$ cat config.mk
export PLATFORM = sky130hd
export DESIGN_NAME = dedge_queue
export DESIGN_NICKNAME = d
export VERILOG_FILES = /design/src/sv/assert_macros.svh /design/src/sv/dedge_pkg.sv /design/src/sv/dedge_queue.sv
export SDC_FILE = /design/constraint.sdc
export NUM_CORES = 1
export LEC_CHECK = 0
export ABC_AREA = 1
export BUFFER_PORTS_ARGS = -buffer_cell sky130_fd_sc_hd__buf_2
export CORE_MARGIN = 2
export CORE_UTILIZATION = 47
export DETAILED_ROUTE_END_ITERATION = 6
export PLACE_DENSITY = 0.85
export SYNTH_ARGS = -nofsm -noshare
export SYNTH_HDL_FRONTEND = slang
export SYNTH_SLANG_ARGS = --single-unit
$ cat constraint.sdc
create_clock -name clk -period 3.1 [get_ports clk]
set_clock_uncertainty 0.05 [all_clocks]
set_input_delay 0 -clock clk [delete_from_list [all_inputs] [get_ports clk]]
set_output_delay 0 -clock clk [all_outputs]
set_load 0.02 [all_outputs]
$ cat src/sv/assert_macros.svh
// assertion helpers
`ifndef ASSERT_MACROS_SVH
`define ASSERT_MACROS_SVH
`define ASSERT_CLK(label, prop) \
	label: assert property (@(posedge clk) disable iff (!arst_n) prop) else $error("assertion failed");
`define ASSERT_NEVER(label, cond) \
	label: assert property (@(posedge clk) disable iff (!arst_n) !(cond)) else $error("forbidden condition");
`endif

$ cat src/sv/dedge_pkg.sv
package dedge_pkg;
	localparam int unsigned LIN_MAX = 24'hFFFFFF;
	localparam logic [31:0] EDGE_COLOR = 32'hFF000000;
	localparam logic [0:0] OP_PIXEL = 1'b0;
	localparam logic [0:0] OP_FLUSH = 1'b1;
	localparam logic [2:0] REG_NEAR = 3'd0;
	localparam logic [2:0] REG_FAR = 3'd1;
	localparam logic [2:0] REG_THR = 3'd2;
	localparam logic [2:0] REG_DIST = 3'd3;
	localparam logic [2:0] REG_WIDTH = 3'd4;
	localparam logic [2:0] REG_HEIGHT = 3'd5;

	typedef struct packed {
		logic [0:0]  opcode;
		logic [23:0] depth_sample;
		logic [31:0] pixel_color;
	} in_word_t;

	typedef struct packed {
		logic [31:0] out_color;
		logic        is_edge;
		logic [10:0] out_column;
		logic [10:0] out_row;
		logic        frame_done;
	} out_word_t;

	// front to back: one classified item
	typedef struct packed {
		logic        is_pixel;
		logic [23:0] lin;
		logic [31:0] color;
	} job_t;

	typedef struct packed {
		logic [15:0] near_plane;
		logic [15:0] far_plane;
		logic [19:0] edge_threshold;
		logic [3:0]  pixel_distance;
		logic [11:0] frame_width;
		logic [11:0] frame_height;
	} cfg_t;
endpackage

$ cat src/sv/dedge_queue.sv
// Two-entry queue between front and back.
module dedge_queue (
	input  logic             clk,
	input  logic             arst_n,
	input  logic             wr_valid,
	output logic             wr_ready,
	input  dedge_pkg::job_t  wr_data,
	output logic             rd_valid,
	input  logic             rd_ready,
	output dedge_pkg::job_t  rd_data
);
	dedge_pkg::job_t mem_q [2];
	logic       wp_q, rp_q;
	logic [1:0] cnt_q;
	logic       wr, rd;

	assign wr_ready = (cnt_q != 2'd2);
	assign rd_valid = (cnt_q != 2'd0);
	assign rd_data  = mem_q[rp_q];
	assign wr = wr_valid && wr_ready;
	assign rd = rd_valid && rd_ready;

	always_ff @(posedge clk or negedge arst_n) begin
		if (!arst_n) begin
			wp_q <= 1'b0; rp_q <= 1'b0; cnt_q <= '0;
		end else begin
			if (wr) wp_q <= ~wp_q;
			if (rd) rp_q <= ~rp_q;
			cnt_q <= cnt_q + 2'(wr) - 2'(rd);
		end
	end

	always_ff @(posedge clk) begin
		if (wr) mem_q[wp_q] <= wr_data;
	end
endmodule

# ---- Word-level counts from Yosys, hierarchy flattened
# Memories as Yosys holds them, arrays and structs flattened.
# Cells that the tools add are included.
# W data, S select, Z words.
dict set report totals {
  register_bits 4
  mem_bits_rw 114
  input_bits 61
  out_inout_bits 59
  elab_cells 14
  memories 1
}
# memory words width rd rd_clocked_by_memory_dff write_ports line
set memory_table {}
lappend memory_table {mem_q 2 57 1 0 1 dedge_queue.sv:12} ;# dedge_pkg::job_t mem_q [2];
dict set report classes {
  addsub 2
  eq_ne 1
  muxes 2
  n_bitwise 2
  n_reduce_logical 3
}
# cell n
set op_table {}
lappend op_table {{$add A2 B1 Y2} 1}
lappend op_table {{$logic_and A1 B1 Y1} 2}
lappend op_table {{$mux W1} 2}
lappend op_table {{$ne A2 B2 Y1 const B} 1}
lappend op_table {{$not A1 Y1} 2}
lappend op_table {{$reduce_bool A2 Y1} 1}
lappend op_table {{$sub A2 B1 Y2} 1}

# ---- Logic depth before layout (Yosys ltp)
# Gate-level depths: netlist of run 1.
dict set report logic_depth {
  depth_word 4
  mapped_depth 10
  ltp_nobuf 10
}

# ---- Least setup slack after synthesis of run 1
# Ideal clock, no wire load.
dict set report synth_timing {
  path_type {reg-to-reg}
  from {reg cnt_q[1]}
  to {mem mem_q[1][0] in the netlist's numbering, enable pin}
  setup_time_ns 0.472
  t_arrival_ns 3.101
  required_ns 2.578
  setup_slack_ns -0.523
  stages_incl_launch_ff 4
  n_path_buf 0
  synth_period_minus_slack_ns 3.623
  cell_sequence {dfrtp_1 -> nand2_1 -> nand2_1 -> nor2_1}
}
dict set report synth_between {
  elab_chain_len 4
}
# item line
set synth_lines {}
lappend synth_lines {{from (decl)} dedge_queue.sv:14} ;# logic [1:0] cnt_q;
lappend synth_lines {{from (signal assigned)} dedge_queue.sv:29} ;# cnt_q <= cnt_q + 2'(wr) - 2'(rd);
lappend synth_lines {{$ne A2 B2 Y1} dedge_queue.sv:17} ;# assign wr_ready = (cnt_q != 2'd2);
lappend synth_lines {{via wr_ready} dedge_queue.sv:6} ;# output logic wr_ready,
lappend synth_lines {{$logic_and A1 B1 Y1} dedge_queue.sv:20} ;# assign wr = wr_valid && wr_ready;
lappend synth_lines {{$mux W1} dedge_queue.sv:34} ;# if (wr) mem_q[wp_q] <= wr_data;
lappend synth_lines {{$mux W1 (not written as such)} dedge_queue.sv:34}
lappend synth_lines {{to (decl)} dedge_queue.sv:12}
# The timed path passes the listed nets, and every way through them passes these cells.

==> results of run 1 <==
[final timing paths]
kind	cells after the start	startpoint	to
worst max register to register	5	cnt_q[0]	mem_q[1][11]
max in group asynchronous	3	arst_n	rp_q
worst min-delay path	2	wr_data[52]	mem_q[0][52]
min in group asynchronous	3	arst_n	wp_q
worst max-delay path	4	rp_q	rd_data[44]
worst min register to register	2	wp_q	wp_q
[layout make-up]
cell class,instances,area [µm²]
clock inverter,14,110
fill,624,2930
clock buffer,18,418
timing repair buffer,183,1250
tap,111,139
sequential,118,3520
multi-input combinational,190,742
inverter,9,33.8
[cell families after synthesis]
kind of cell / share of synthesized area (%)
simple gates: 16.2
flops: 80.3
buf+inv: 2.94
fa+ha+maj: 0.570
[report_power, final]
group	switching, µW	internal (µW)	leakage [µW]
Combinational	1410	595	0.00136
Clock	655	1050	0.000252
Sequential	86.0	2180	0.00111
Total	2150	3820	0.00272
[layout by cell type, fill, tap and decap left out]
cell type	instances
sky130_fd_sc_hd__nand2_1	184
sky130_fd_sc_hd__buf_2	119
sky130_fd_sc_hd__edfxtp_1	114
sky130_fd_sc_hd__dlygate4sd3_1	61
sky130_fd_sc_hd__clkbuf_16	16
sky130_fd_sc_hd__inv_1	7
sky130_fd_sc_hd__clkinv_2	5
sky130_fd_sc_hd__clkinvlp_4	4
sky130_fd_sc_hd__nand3_1	3
sky130_fd_sc_hd__dfrtp_1	3
sky130_fd_sc_hd__inv_2	2
sky130_fd_sc_hd__ha_1	2
sky130_fd_sc_hd__clkinv_1	2
sky130_fd_sc_hd__buf_12	2
sky130_fd_sc_hd__nor2_4	1
sky130_fd_sc_hd__clkbuf_8	1
sky130_fd_sc_hd__bufinv_16	1
sky130_fd_sc_hd__inv_6	1
sky130_fd_sc_hd__clkbuf_1	1
sky130_fd_sc_hd__clkinv_4	1
sky130_fd_sc_hd__buf_4	1
sky130_fd_sc_hd__dfrtp_2	1
[per-stage QoR]
step           power [µW]  worst slack, ns
2_1_floorplan        3630            0.423
3_3_place_gp         4200             1.21
3_5_place_dp         4270             1.11
4_1_cts              6040            0.957
5_1_grt              6310            0.811
6_report             5970             1.00
[state kept, by name, summed over array words and instances (netlist names)]
name   flops
cnt_q      2
mem_q    114
rp_q       1
wp_q       1
[routing by layer]
metal  up-vias  track usage, %  routed length (µm)  share of wire (%)
li1       1481               -                   -                  -
met1      1407            20.1                3700                 42
met2        90            31.6                4690                 53
met3        12            5.55                 371                4.2
met4         0            6.22                  98                1.1
met5         -               0                   0                  0
[repair_timing]
action	CTS	global route
hold endpoints to repair	120	0
gates resized for setup	0	0
hold buffers	61	0
==> run summary, run 1 <==
## Placed design
- **final RePlAce weighted congestion** 0.867
- **half-perimeter wire length after placement** 5150 µm
- **placed cell areas** 5080 µm²
- **Port-buffer cells** 119
- **Placed Cells incl. Taps** 550

## Yosys
- **YS warnings** 0
- **Post-synth EDFFs** 114
- **synthesized area per cell** 13.3 µm²
- **cell type with the highest aggregate area in the netlist** sky130_fd_sc_hd__edfxtp_1
- **#FFs+latches synth** 118
- **dominant cell by count in the synthesized netlist** sky130_fd_sc_hd__nand2_1
- **cells taking the most area after synthesis** sky130_fd_sc_hd__edfxtp_1 (78%), sky130_fd_sc_hd__nand2_1 (16%), sky130_fd_sc_hd__dfrtp_1 (2.3%), sky130_fd_sc_hd__buf_6 (1.0%), sky130_fd_sc_hd__buf_2 (0.80%)
- **Mapped Area** 4390 µm²
- **leading register cell type out of synthesis** sky130_fd_sc_hd__edfxtp_1
- **FFs w/ async S/R, synth** 3.39%
- **post-synth net total** 393
- **Mapped Cells** 330
- **post-synth top area share** 78.0%
- **post-synthesis cell type count** 11
- **proportion of synthesized chip area in sequential cells** 80.3%
- **list of most frequent post-synthesis cells** sky130_fd_sc_hd__nand2_1 (184), sky130_fd_sc_hd__edfxtp_1 (114), sky130_fd_sc_hd__inv_1 (8), sky130_fd_sc_hd__buf_2 (7)

## Timing
- **tightest slew margin relative to the limit** 35.8%
- **portion of the clock cycle consumed by the worst path in the final layout** 67.8%
- **Sum Neg Setup Slack** 0 ns
- **count of endpoints failing setup in the final report** 0
- **minimum clock period** 2.10 ns
- **smallest hold slack** 0.168 ns
- **pin slew with the least headroom to its limit** 0.964 ns
- **setup repair after global routing missed its margin** false
- **Peak Freq** 476 MHz
- **max-slew violations** 0
- **final number of hold-violating endpoints** 0

## Worst setup path
- **chain of cells forming the critical path** inv_2, nand2_1, nand2_1, buf_2
- **flop2flop setup slack** 1.12 ns
- **Arr. time, crit path** 2.05 ns
- **cell with the biggest individual delay on the critical path** sky130_fd_sc_hd__inv_2
- **startpoint kind of the worst setup timing path** flip-flop
- **required time reported for the critical path endpoint** 3.05 ns
- **largest driver fanout on the critical path** 58
- **cell family with the largest share of critical-path delay** buffers and inverters
- **CP Buf/Inv Count** 2
- **type of the setup path with the least slack** flip-flop to primary output
- **cell type with the highest occurrence count on the critical path** sky130_fd_sc_hd__nand2_1
- **element type at the critical path end** primary output
- **delay of the slowest critical-path stage** 0.67 ns

## Die
- **placeable core region** 9150 µm²
- **total number of placement rows** 35
- **Die Span X** 101 µm
- **area of the die** 10100 µm²
- **vertical die dimension** 101 µm
- **number of top-level pins** 120
- **initial standard-cell utilization of the core** 47.9%

## Clock network
- **CTS clock-pin slew for the worst setup and hold paths** 0.05 ns
- **clock insertion delay at the later pin of the skew report** 0.49 ns
- **TritonCTS clock tree** built
- **Post-CTS Setup Repair Bufs** 0
- **CTS Buf Count** 17
- **number of H-tree levels** 4
- **maximum clock path buffer count** 2
- **root cell of the clock tree** sky130_fd_sc_hd__clkbuf_8
- **number of clock sinks seen by CTS** 118

## Final layout
- **synthesis-to-layout area growth** 41.8%
- **final design utilization** 68.0%
- **Final Non-Filler Cells** 643
- **fraction of layout cells with a size suffix above 1** 29.1%
- **final design area excluding fillers** 6220 µm²
- **Final nets** 582
- **n_diodes** 0

## Routing
- **post-detailed-route via-to-cell ratio** 4.65
- **post-route ant nets** 0
- **final routed DRC violation total** 0
- **final routed wire length divided by cell count** 13.8 µm
- **DRT iter0 DRCs** 134
- **via total after detailed routing** 2990
- **detailed-router iteration count before antenna repair** 4
- **routed wire length** 8870 µm

## Power and ir drop
- **total power divided by cell area** 960 nW/µm²
- **maximum resistive drop on vdd** 590 µV
- **leakage dissipation** 0.00272 µW

## Global routing
- **antenna violations before repair** 0
- **total track usage** 17.7%
- **overflow left after global routing** 0
- **largest net degree at the start of global routing** 59
- **wire length of the first global-routing pass** 13300 µm
- **number of global-route vias before repair** 2923

## Flow run
- **number of violations of the max-capacitance limit** 0

## Worst hold path
- **worst hold-check path type** primary input to flip-flop

## Status
- **status** finished, final reports clean

Note: power is estimated with default switching activity, not from simulation.
==> run 2, diff against run 1 <==
Settings changed: CORE_UTILIZATION 47 to 52, PLACE_DENSITY 0.85 to 0.88.
Clock period 3.1 ns to 2.2 ns, I/O delays scaled along.
==> run 2 against run 1 <==
Combinational power grew 44%. Largest cell class unchanged. Total power increased by 43%. Highest routed layer unchanged. Sequential power grew 42%.
==> run summary, run 2 (synthesis results as in run 1) <==
## Worst setup path
- **delay of the slowest critical-path stage** 0.40 ns
- **chain of cells forming the critical path** inv_2, buf_12, nand2_1, nand2_1, buf_2
- **startpoint kind of the worst setup timing path** flip-flop
- **cell type with the highest occurrence count on the critical path** sky130_fd_sc_hd__nand2_1
- **Arr. time, crit path** 1.81 ns
- **largest driver fanout on the critical path** 36
- **required time reported for the critical path endpoint** 2.15 ns
- **capturing point of the worst reg2reg path** cnt_q[1]
- **CP Buf/Inv Count** 3
- **r2r startpoint** cnt_q[1]
- **depth of the worst register-to-register path** 9
- **type of the setup path with the least slack** flip-flop to primary output
- **element type at the critical path end** primary output
- **flop2flop setup slack** 0.61 ns
- **cell family with the largest share of critical-path delay** buffers and inverters
- **cell with the biggest individual delay on the critical path** sky130_fd_sc_hd__dfrtp_2

## Routing
- **detailed-router iteration count before antenna repair** 4
- **post-route ant nets** 0
- **DRT iter0 DRCs** 137
- **via total after detailed routing** 3039
- **final routed DRC violation total** 0
- **post-detailed-route via-to-cell ratio** 4.75
- **final routed wire length divided by cell count** 14.3 µm
- **routed wire length** 9170 µm

## Clock network
- **number of H-tree levels** 4
- **CTS Buf Count** 17
- **number of clock sinks seen by CTS** 118
- **maximum clock path buffer count** 2
- **root cell of the clock tree** sky130_fd_sc_hd__clkbuf_8
- **clock insertion delay at the later pin of the skew report** 0.49 ns
- **PostCTS Resize Cnt** 0
- **Post-CTS Setup Repair Bufs** 0
- **CTS clock-pin slew for the worst setup and hold paths** 0.05 ns
- **TritonCTS clock tree** built

## Timing
- **tightest slew margin relative to the limit** 58.4%
- **setup repair after global routing missed its margin** false
- **max-slew violations** 0
- **count of endpoints failing setup in the final report** 0
- **Sum Neg Setup Slack** 0 ns
- **minimum clock period** 1.86 ns
- **Peak Freq** 537 MHz
- **final number of hold-violating endpoints** 0
- **pin slew with the least headroom to its limit** 0.624 ns
- **portion of the clock cycle consumed by the worst path in the final layout** 84.7%

## Global routing
- **antenna violations before repair** 0
- **met3 usage in global routing** 4.78%
- **total track usage** 20.7%
- **overflow left after global routing** 0
- **met2 global-route usage** 37.8%
- **wire length of the first global-routing pass** 13800 µm
- **Most Crowded Layer GR** met2
- **number of global-route vias before repair** 2978
- **grt met1 use** 22.6%
- **largest net degree at the start of global routing** 59

## Power and ir drop
- **maximum resistive drop on vdd** 832 µV
- **total power divided by cell area** 1370 nW/µm²
- **leakage dissipation** 0.00274 µW
- **switching share of power** 35.3%
- **register share of total power** 37.5%
- **Clock Power Share** 28.8%
- **Psw** 3010 µW
- **internal power component** 5510 µW
- **logic gate share of total power** 33.7%

## Final layout
- **max reg flops** 114
- **area taken by flip-flops and latches** 3520 µm²
- **largest registers** mem_q (114), cnt_q (2)
- **# fillers** 502
- **final design utilization** 75.9%
- **final design area excluding fillers** 6240 µm²
- **Final nets** 585
- **n_diodes** 0
- **most frequent standard cell in the layout excluding fill and tap cells** sky130_fd_sc_hd__nand2_1
- **synthesis-to-layout area growth** 42.2%
- **fraction of layout cells with a size suffix above 1** 29.2%
- **top library cells by usage in the layout, fill and taps aside** sky130_fd_sc_hd__nand2_1 (184), sky130_fd_sc_hd__buf_2 (119), sky130_fd_sc_hd__edfxtp_1 (114)
- **register bank with the most flops** mem_q
- **combined area of the multi-input logic cells** 742 µm²

## Worst hold path
- **worst hold path startpoint** wr_data[23]
- **worst hold-check path type** primary input to flip-flop
- **hold-critical path endpoint** mem_q[0][23]
- **WHS Path Cells** 2

## Die
- **Die Span X** 95.8 µm
- **initial standard-cell utilization of the core** 53.4%
- **total number of placement rows** 33
- **vertical die dimension** 95.8 µm
- **area of the die** 9190 µm²
- **placeable core region** 8220 µm²
- **number of top-level pins** 120

## Placed design
- **placed cell areas** 5090 µm²
- **final RePlAce weighted congestion** 0.852
- **half-perimeter wire length after placement** 5010 µm
- **Port-buffer cells** 119

## Flow run
- **number of violations of the max-capacitance limit** 0

## Status
- **status** finished, final reports clean

run 2: timing repair:
item / CTS / global route
setup endpoints to repair: 0 / 0
hold endpoints to repair: 120 / 0
hold buffers: 61 / 0
run 2: worst register-to-register path, stage by stage (launching register included):
cell and delay [ns]:
sky130_fd_sc_hd__dfrtp_1 0.40, sky130_fd_sc_hd__inv_1 0.09, sky130_fd_sc_hd__nand2_1 0.09, sky130_fd_sc_hd__nand2_1 0.10, sky130_fd_sc_hd__inv_1 0.05, sky130_fd_sc_hd__ha_1 0.26, sky130_fd_sc_hd__inv_1 0.04, sky130_fd_sc_hd__ha_1 0.20
sky130_fd_sc_hd__nand3_1 0.12, sky130_fd_sc_hd__nand2_1 0.07
run 2: cell type report:
cell class | instances | area share (%)
inverter | 9 | 0.602
tap | 105 | 2.11
clock inverter | 11 | 1.75
sequential | 118 | 56.5
timing repair buffer | 186 | 20.3
multi-input combinational | 190 | 11.9
clock buffer | 21 | 6.88
run 2: worst max-delay path by stage:
stage	startpoint	endpoint	slack, ns	cells past startpoint
final	rp_q	rd_data[52]	0.34	5
after global routing	rp_q	rd_data[46]	0.20	5
after CTS	rp_q	rd_data[52]	0.31	5
after detailed placement	cnt_q[1]	mem_q[1][23]	0.67	4
after global placement	wp_q	mem_q[0][31]	0.74	4
after floorplan	cnt_q[1]	mem_q[1][0]	0.14	3
run 2: stage by stage:
stage / instances / setup WS, ns / hold slack [ns] / total power, µW
floorplan: 330 / 0.141 / -0.346 / 5120
global placement: 547 / 0.741 / -0.241 / 5930
detailed placement: 547 / 0.673 / -0.237 / 6010
CTS: 640 / 0.312 / 0.158 / 8560
global route: 640 / 0.202 / 0.170 / 8990
finish: 640 / 0.337 / 0.182 / 8530
run 2: power groups by stage:
| stage | clock [µW] | sequential (µW) | combinational, µW |
|---|---|---|---|
| 6_report | 2450 | 3200 | 2870 |
| 3_3_place_gp | 0 | 3210 | 2720 |
| 4_1_cts | 2490 | 3190 | 2880 |
| 3_5_place_dp | 0 | 3240 | 2770 |
| 5_1_grt | 2600 | 3240 | 3160 |
| 2_1_floorplan | 0 | 3210 | 1910 |
run 2: layer usage:
layer | share of wire (%) | wire length, µm
met5 | 0 | 0
met1 | 38 | 3490
met2 | 55 | 5030
met4 | 1.4 | 125
met3 | 5.7 | 520
